===== config.mk =====
export PLATFORM = sky130hd
export DESIGN_NAME = sdqr_stage
export DESIGN_NICKNAME = d
export VERILOG_FILES = /design/src/rtl/core/sdqr_pkg.sv /design/src/rtl/core/sdqr_stage.sv
export SDC_FILE = /design/constraint.sdc
export NUM_CORES = 1
export LEC_CHECK = 0
export ABC_AREA = 1
export BUFFER_PORTS_ARGS = -buffer_cell sky130_fd_sc_hd__buf_2
export CAP_MARGIN = 20
export CORE_MARGIN = 10
export CORE_UTILIZATION = 45
export CTS_BUF_LIST = sky130_fd_sc_hd__clkbuf_4 sky130_fd_sc_hd__clkbuf_8
export DETAILED_ROUTE_END_ITERATION = 8
export GPL_TIMING_DRIVEN = 0
export PLACE_DENSITY = 0.74
export SLEW_MARGIN = 15
export SYNTH_ARGS = -nofsm -noshare
export SYNTH_HDL_FRONTEND = slang
export SYNTH_SLANG_ARGS = --single-unit

===== constraint.sdc =====
create_clock -name clock -period 3.3 [get_ports clock]
set_input_delay 0.33 -clock clock [delete_from_list [all_inputs] [get_ports clock]]
set_output_delay 0.33 -clock clock [all_outputs]
set_load 0.005 [all_outputs]

===== src/rtl/core/sdqr_pkg.sv =====
// ----------------------------------------------------------------------------
// sdqr_pkg
// Shared types for the pipelined signed divider.
// ----------------------------------------------------------------------------
package sdqr_pkg;

   // sign and error bits that ride along with each division through the pipe
   typedef struct packed {
      logic quo_neg;
      logic rem_neg;
      logic zero_div;
   } sign_flags_type;

endpackage


===== src/rtl/core/sdqr_stage.sv =====
// ----------------------------------------------------------------------------
// sdqr_stage
// One restoring-division step: produces one quotient bit and registers it.
// ----------------------------------------------------------------------------
module sdqr_stage
   import sdqr_pkg::*;
#(
   parameter int DATA_WIDTH = 32
) (
   input  logic                  clock,
   input  logic                  reset,
   input  logic                  advance,
   input  logic                  src_valid,
   input  logic [DATA_WIDTH-1:0] src_rem,
   input  logic [DATA_WIDTH-1:0] src_nq,
   input  logic [DATA_WIDTH-1:0] src_den,
   input  sign_flags_type        src_flags,
   output logic                  dst_valid,
   output logic [DATA_WIDTH-1:0] dst_rem,
   output logic [DATA_WIDTH-1:0] dst_nq,
   output logic [DATA_WIDTH-1:0] dst_den,
   output sign_flags_type        dst_flags
);

   logic                  valid_ff;
   logic [DATA_WIDTH-1:0] rem_ff, rem_in;
   logic [DATA_WIDTH-1:0] nq_ff, nq_in;
   logic [DATA_WIDTH-1:0] den_ff;
   sign_flags_type        flags_ff;

   logic [DATA_WIDTH:0]   partial;
   logic [DATA_WIDTH:0]   diff;
   logic                  fits;

   // shift the next dividend bit into the partial remainder
   assign partial = {src_rem, src_nq[DATA_WIDTH-1]};
   assign diff    = partial - {1'b0, src_den};
   assign fits    = ~diff[DATA_WIDTH];
   assign rem_in  = fits ? diff[DATA_WIDTH-1:0] : partial[DATA_WIDTH-1:0];
   // dividend bits leave at the top while quotient bits enter at the bottom
   assign nq_in   = {src_nq[DATA_WIDTH-2:0], fits};

   always_ff @(posedge clock) begin
      if (reset) begin
         valid_ff <= 1'b0;
      end else if (advance) begin
         valid_ff <= src_valid;
      end
   end

   always_ff @(posedge clock) begin
      if (advance) begin
         rem_ff   <= rem_in;
         nq_ff    <= nq_in;
         den_ff   <= src_den;
         flags_ff <= src_flags;
      end
   end

   assign dst_valid = valid_ff;
   assign dst_rem   = rem_ff;
   assign dst_nq    = nq_ff;
   assign dst_den   = den_ff;
   assign dst_flags = flags_ff;

endmodule

==> summary.md, run 1 <==
| Metric | Value |
|---|---|
| Count of flip-flops with a built-in enable after synthesis | 99 |
| Final global-route overflow total | 0 |
| Clock period minus final worst setup slack | 2.19 ns |
| Average instance area after synthesis | approximately 8.0 um^2 |
| Reg-to-reg setup timing slack | roughly 2.7 ns |
| Main flop type after synthesis | sky130_fd_sc_hd__edfxtp_1 |
| Area enclosed by the die boundary | 0.0191 mm^2 |
| Routed wire length | 17600 um |
| Synthesized netlist net count | 921 |
| Net switching power figure | 1040 uW |
| Path type of the worst setup path | in2reg |
| Count of pins over their slew limit | 0 |
| Number of global-route vias before repair | ~5600 |
| Floorplan die width | 138 um |
| First-pass GRT wire length | between 20000 and 30000 um |
| Standard-cell row count | 43 |
| Tightest slew margin relative to the limit | 0.648 |
| Growth of design area from synthesis to finish | 23.2% |
| Part of the Yosys area used for sequential elements | 0.477 |
| Largest net degree at the start of global routing | 64 |
| Number of hold buffers added after CTS | 0 |
| Clk_skew | 0 ns |
| Transition time of the tightest slew-check pin | 0.528 ns |
| Quantity of I/O buffers inserted on ports | 202 |
| Pwr/cell area | 419 mW/mm^2 |
| Cell count after synthesis | 785 |
| Pint | about 2200 uW |
| Number of sinks driven by the clock tree | 100 |
| Total negative setup slack | 0 ns |
| Clock network fraction of design power | 0.236 |
| # nets final | 1135 |
| Routed len/inst | 14.9 um |
| Leading post-synthesis cells by cell area | sky130_fd_sc_hd__edfxtp_1 47%, sky130_fd_sc_hd__nand2_1 19%, sky130_fd_sc_hd__inv_1 9.1% |
| Placed wire-length estimate | 14900 um |
| Data required time at the worst endpoint | 3.44 ns |
| Portion of the clock cycle consumed by the worst path in the final layout | 0.663 |
| Maximum fanout along the worst path | 10 |
| Number of clock buffers inserted by TritonCTS | 9 |
| Number of setup violations in the final report | 0 |
| Total Routing Usage GR | 0.182 |
| Clock-pin slew on the worst setup and hold paths | 0.10 ns |
| Antenna violations before repair | 0 |
| Fraction of layout cells with a size suffix above 1 | 0.264 |
| Post-DP Area | 0.00755 mm^2 |
| Starting Density | 0.456 |
| Run status | finished, final reports clean |
| Number of DRC markers after the initial detailed-route iteration | approximately 380 |
| Number of distinct standard cells referenced by the synthesized netlist | 32 |
| Area leader, netlist | sky130_fd_sc_hd__edfxtp_1 |
| Core Region | 0.0138 mm^2 |
| Setup crit end kind | flop |
| Hold Vio Cnt, Final | 0 |
| Detailed-router iteration count before antenna repair | 5 |
| DR DRC count | 0 |
| Net switching share of the total power | 0.321 |
| Fmax | 0.457 GHz |
| #FFs+latches synth | 100 |
| Routed Antenna Nets | 0 |
| Max-cap check violation count | 0 |
| Antenna cell count | 0 |
| Via count | between 5000 and 6000 |
| Height of the chip | roughly 140 um |
| Sequential Power Share | 0.488 |
| Proportion of power drawn by combinational gates | 0.277 |
| Worst voltage drop across the vdd grid | about 190 uV |
| Leak | 0.00425 uW |
| Data arrival, critical path | 2.33 ns |
| Post-synthesis instance area | 0.00628 mm^2 |
| Post-layout instance area | 0.00773 mm^2 |
| # Post-CTS Setup Buffers | 0 |
| H-tree Lvls | 3 |
| Startpoint type of the worst setup path | primary input |
| Number of placed I/O pins | around 200 |
| Unrepaired setup endpoints after global routing | no |
| Clk_lat worst skew | 0.39 ns |
| Hold Worst Slack | 0.0802 ns |
| List of most frequent post-synthesis cells | 315 x sky130_fd_sc_hd__nand2_1, 153 x sky130_fd_sc_hd__inv_1, 99 x sky130_fd_sc_hd__edfxtp_1, 39 x sky130_fd_sc_hd__nor2_1, 32 x sky130_fd_sc_hd__ha_1 |
| Root Buffer Master | sky130_fd_sc_hd__clkbuf_8 |
| Type of the most critical hold path | in2reg |
| Number of buffers on the longest clock path | 2 |
| Clock tree from TritonCTS | built |
| Proportion of synthesized flip-flops having asynchronous set or reset | 0 |
| Via-to-Cell Ratio | around 4.7 |
| Proportion of netlist area held by the largest area contributor | 0.473 |
| Most used standard cell by instance count after synthesis | sky130_fd_sc_hd__nand2_1 |
| Last weighted congestion value of the routability-driven placer | 0.891 |
| Cts repair resizes | 0 |
| Warning count from the yosys run | 0 |
-- cell type report --
cell class,instances,area [um^2]
Fill cell,1426,6040
Sequential cell,100,2990
Multi-Input combinational cell,520,2610
Timing Repair Buffer,203,1040
Inverter,159,597
Tap cell,180,225
Clock buffer,10,131
Buffer,6,80.1
Clock inverter,6,56.3
-- per-layer routing --
metal	part of all wire	routed length, um	track usage
met1	0.44	7810	0.223
met2	0.47	8290	0.302
met3	0.071	1250	0.0493
met4	0.014	240	0.0577
met5	0	0	0
-- kinds of logic (layout without fill, tap and decap cells) --
family	count (synthesis)	count (layout)	synth area share
AO/OA/AOI/OAI	32	32	0.0307
AND/OR/NAND/NOR	439	439	0.295
multiplexers	1	1	0.00159
flip-flops	100	100	0.477
XOR/XNOR	15	15	0.0209
adder cells (fa/ha/maj)	33	33	0.0669
buffers and inverters	165	384	0.108
-- worst paths after layout --
kind | end | depth (start not counted) | start
max reg2reg | dst_valid | 2 | dst_valid
min | dst_valid | 2 | reset
min reg2reg | dst_valid | 2 | dst_valid
max | dst_rem[28] | 17 | src_nq[31]
-- power groups by stage --
stage	sequential (uW)	clock (uW)	combinational [uW]
2_1_floorplan	1630	0	508
3_3_place_gp	1610	0	891
3_5_place_dp	1610	0	905
4_1_cts	1580	784	909
5_1_grt	1600	821	1020
6_report	1580	765	897
-- flip-flops by register name, indices dropped and copies added (netlist names) --
name	cells
dst_den	32
dst_flags	3
dst_rem	32
dst_valid	1
dst_nq	32
-- critical path, stage by stage --
cell	delay [ns]
sky130_fd_sc_hd__buf_2	0.09
sky130_fd_sc_hd__inv_1	0.04
sky130_fd_sc_hd__ha_1	0.21
sky130_fd_sc_hd__fa_1	0.41
sky130_fd_sc_hd__inv_1	0.11
sky130_fd_sc_hd__nand2_1	0.06
sky130_fd_sc_hd__nand2_1	0.07
sky130_fd_sc_hd__nand3_1	0.08
sky130_fd_sc_hd__nand2_2	0.14
sky130_fd_sc_hd__nand2_2	0.06
sky130_fd_sc_hd__nand2_2	0.13
sky130_fd_sc_hd__nand2_4	0.08
sky130_fd_sc_hd__nand3_1	0.12
sky130_fd_sc_hd__nand2_4	0.10
sky130_fd_sc_hd__buf_6	0.16
sky130_fd_sc_hd__nand2_1	0.06
sky130_fd_sc_hd__nand2_1	0.06
-- through the flow --
step / cells / util / setup slack, ns / power [uW]
finish: 1184 / 0.562 / 1.11 / 3240
floorplan: 785 / - / 1.12 / 2140
detailed placement: 1168 / 0.548 / 0.692 / 2520
CTS: 1184 / 0.562 / 1.12 / 3280
global placement: 1167 / 0.546 / 0.719 / 2500
global route: 1184 / 0.562 / 0.950 / 3440
-- cell usage in the layout, fill, tap and decap left out, types with 14 or more instances in the layout --
cell,netlist,final
sky130_fd_sc_hd__nand2_1,315,315
sky130_fd_sc_hd__buf_2,0,201
sky130_fd_sc_hd__inv_1,153,153
sky130_fd_sc_hd__edfxtp_1,99,99
sky130_fd_sc_hd__nor2_1,39,39
sky130_fd_sc_hd__ha_1,32,32
sky130_fd_sc_hd__nand3_1,30,30
sky130_fd_sc_hd__nand2_2,25,25
sky130_fd_sc_hd__a21oi_1,23,23
sky130_fd_sc_hd__xor2_1,14,14
Note: power is estimated with default switching activity, not from simulation.
==> run 2: changes to the inputs <==
clock period = 2.03 ns   (was 3.3 ns; I/O delays follow)
==> summary.md, run 2 (synthesized netlist as in run 1, its figures left out) <==
| Metric | Value |
|---|---|
| Most used cells in the layout excluding fill and tap cells | 315 x sky130_fd_sc_hd__nand2_1, 201 x sky130_fd_sc_hd__buf_2, 153 x sky130_fd_sc_hd__inv_1, 99 x sky130_fd_sc_hd__edfxtp_1, 66 x sky130_fd_sc_hd__dlygate4sd3_1 |
| Clock period minus final worst setup slack | roughly 1.9 ns |
| DR DRC count | 0 |
| Count of pins over their slew limit | 0 |
| First-pass GRT wire length | ~30000 um |
| Fmax | 0.538 GHz |
| Dominant cell type by count on the critical path | sky130_fd_sc_hd__nand2_1 |
| Type of the most critical hold path | in2reg |
| H-tree Lvls | 3 |
| Leak | 0.00454 uW |
| Post-layout power | about 5400 uW |
| Largest net degree at the start of global routing | 61 |
| Number of DRC markers after the initial detailed-route iteration | 305 |
| Fraction of layout cells with a size suffix above 1 | 0.251 |
| Routed Antenna Nets | 0 |
| Max-cap check violation count | 0 |
| Number of global-route vias before repair | 5884 |
| Post-layout instance area | 0.00844 mm^2 |
| Number of sinks driven by the clock tree | 100 |
| Path type of the worst setup path | in2reg |
| Standard-cell row count | 43 |
| Total Routing Usage GR | 0.192 |
| Clock-pin slew on the worst setup and hold paths | 0.10 ns |
| Top Family by Delay on Critical Path | simple AND/OR/NAND/NOR gates |
| Post-DP Area | 0.00756 mm^2 |
| Clock tree from TritonCTS | built |
| Sequence of cells on the critical path | buf_2, inv_1, ha_1, fa_2, inv_1, nand2_1, nand2_1, nand3_1, nand2_2, nand2_2, nand2_4, nand2_4, nand3_2, nand2_4, buf_6, nand2_1, nand2_1 |
| Placed wire-length estimate | 14700 um |
| Via count | around 5800 |
| Number of placed I/O pins | 203 |
| Setup crit end kind | flop |
| Total buffers and inverters traversed by the critical path | 4 |
| Pre-CTS WS | -0.337 ns |
| Antenna violations before repair | 0 |
| Number of buffers on the longest clock path | 2 |
| Via-to-Cell Ratio | 4.65 |
| Tightest slew margin relative to the limit | 0.633 |
| Number of setup violations in the final report | 0 |
| Worst voltage drop across the vdd grid | 351 uV |
| Most frequent standard cell in the layout excluding fill and tap cells | sky130_fd_sc_hd__nand2_1 |
| Portion of the clock cycle consumed by the worst path in the final layout | 0.916 |
| Startpoint type of the worst setup path | primary input |
| Root Buffer Master | sky130_fd_sc_hd__clkbuf_8 |
| Data required time at the worst endpoint | 2.19 ns |
| Transition time of the tightest slew-check pin | around 0.55 ns |
| Data arrival, critical path | around 2.0 ns |
| Run status | finished, final reports clean |
| Post-layout utilization of the core | 0.613 |
| Maximum fanout along the worst path | 10 |
| Clk_lat worst skew | roughly 0.40 ns |
| Slowest cell on the critical path | sky130_fd_sc_hd__fa_2 |
| Quantity of I/O buffers inserted on ports | between 200 and 250 |
| Growth of design area from synthesis to finish | 34.4% |
| Core Region | roughly 0.014 mm^2 |
| Floorplan die width | 138 um |
| Antenna cell count | 0 |
| Height of the chip | 138 um |
| Worst Setup Slack, final | 0.171 ns |
| # nets final | 1203 |
| Clk_skew | 0 ns |
| CP max stage delay | 0.36 ns |
| Routed len/inst | 14.9 um |
| Number of clock buffers inserted by TritonCTS | 9 |
| Area enclosed by the die boundary | 0.0191 mm^2 |
| Hold Vio Cnt, Final | 0 |
| Pwr/cell area | 644 mW/mm^2 |
| Unrepaired setup endpoints after global routing | no |
| Detailed-router iteration count before antenna repair | 5 |
| Last weighted congestion value of the routability-driven placer | 0.925 |
| Starting Density | 0.456 |
| Routed wire length | 18700 um |
| Final global-route overflow total | 0 |
run 2: through the flow:
stage               std cells  hold WS (ns)  TNS, ns
finish                   1252        0.0259        0
global route             1252        0.0242        0
CTS                      1250        0.0141        0
detailed placement       1168         0.363   -10.37
global placement         1167         0.362   -32.50
floorplan                 785         0.275        0
run 2: worst register-to-register path, cell delays in order, from the launching register on:
cell and delay, ns:
sky130_fd_sc_hd__dfxtp_1 0.33, sky130_fd_sc_hd__mux2i_1 0.13, sky130_fd_sc_hd__nor2_1 0.05
run 2: final timing paths:
| path | endpoint | from | cells past startpoint | slack, ns |
|---|---|---|---|---|
| setup / recovery | dst_rem[19] | src_nq[31] | 17 | 0.17 |
| setup reg to reg | dst_valid | dst_valid | 2 | 1.43 |
| hold / removal | dst_den[1] | src_den[1] | 1 | 0.03 |
| hold reg to reg | dst_valid | dst_valid | 2 | 0.53 |
run 2: final cells by class:
type                       instances  area (um^2)
fill                            1330         5330
sequential                       100         2990
clock buffer                       9          124
clock inverter                     7         72.6
tap                              180          225
multi-input combinational        520         2630
buffer                             6         83.8
inverter                         159          597
timing repair buffer             271         1720
run 2: layer usage:
layer / vias to the layer above / global-route usage / part of all wire
met2: 175 / 0.328 / 0.48
met5: - / 0 / 0
li1: 2997 / - / -
met1: 2637 / 0.235 / 0.44
met3: 13 / 0.0545 / 0.066
met4: 0 / 0.0450 / 0.0096
run 2: what timing repair did:
action	CTS	global route
buffers inserted	0	2
hold buffers	66	0
gates resized for setup	0	2
setup endpoints to repair	0	32
endpoints found under the hold margin	66	0
run 2: power breakdown:
group	total (uW)	internal (uW)	switching [uW]
combinational	1580	667	913
clock	1280	479	805
sequential	2570	2520	47.4
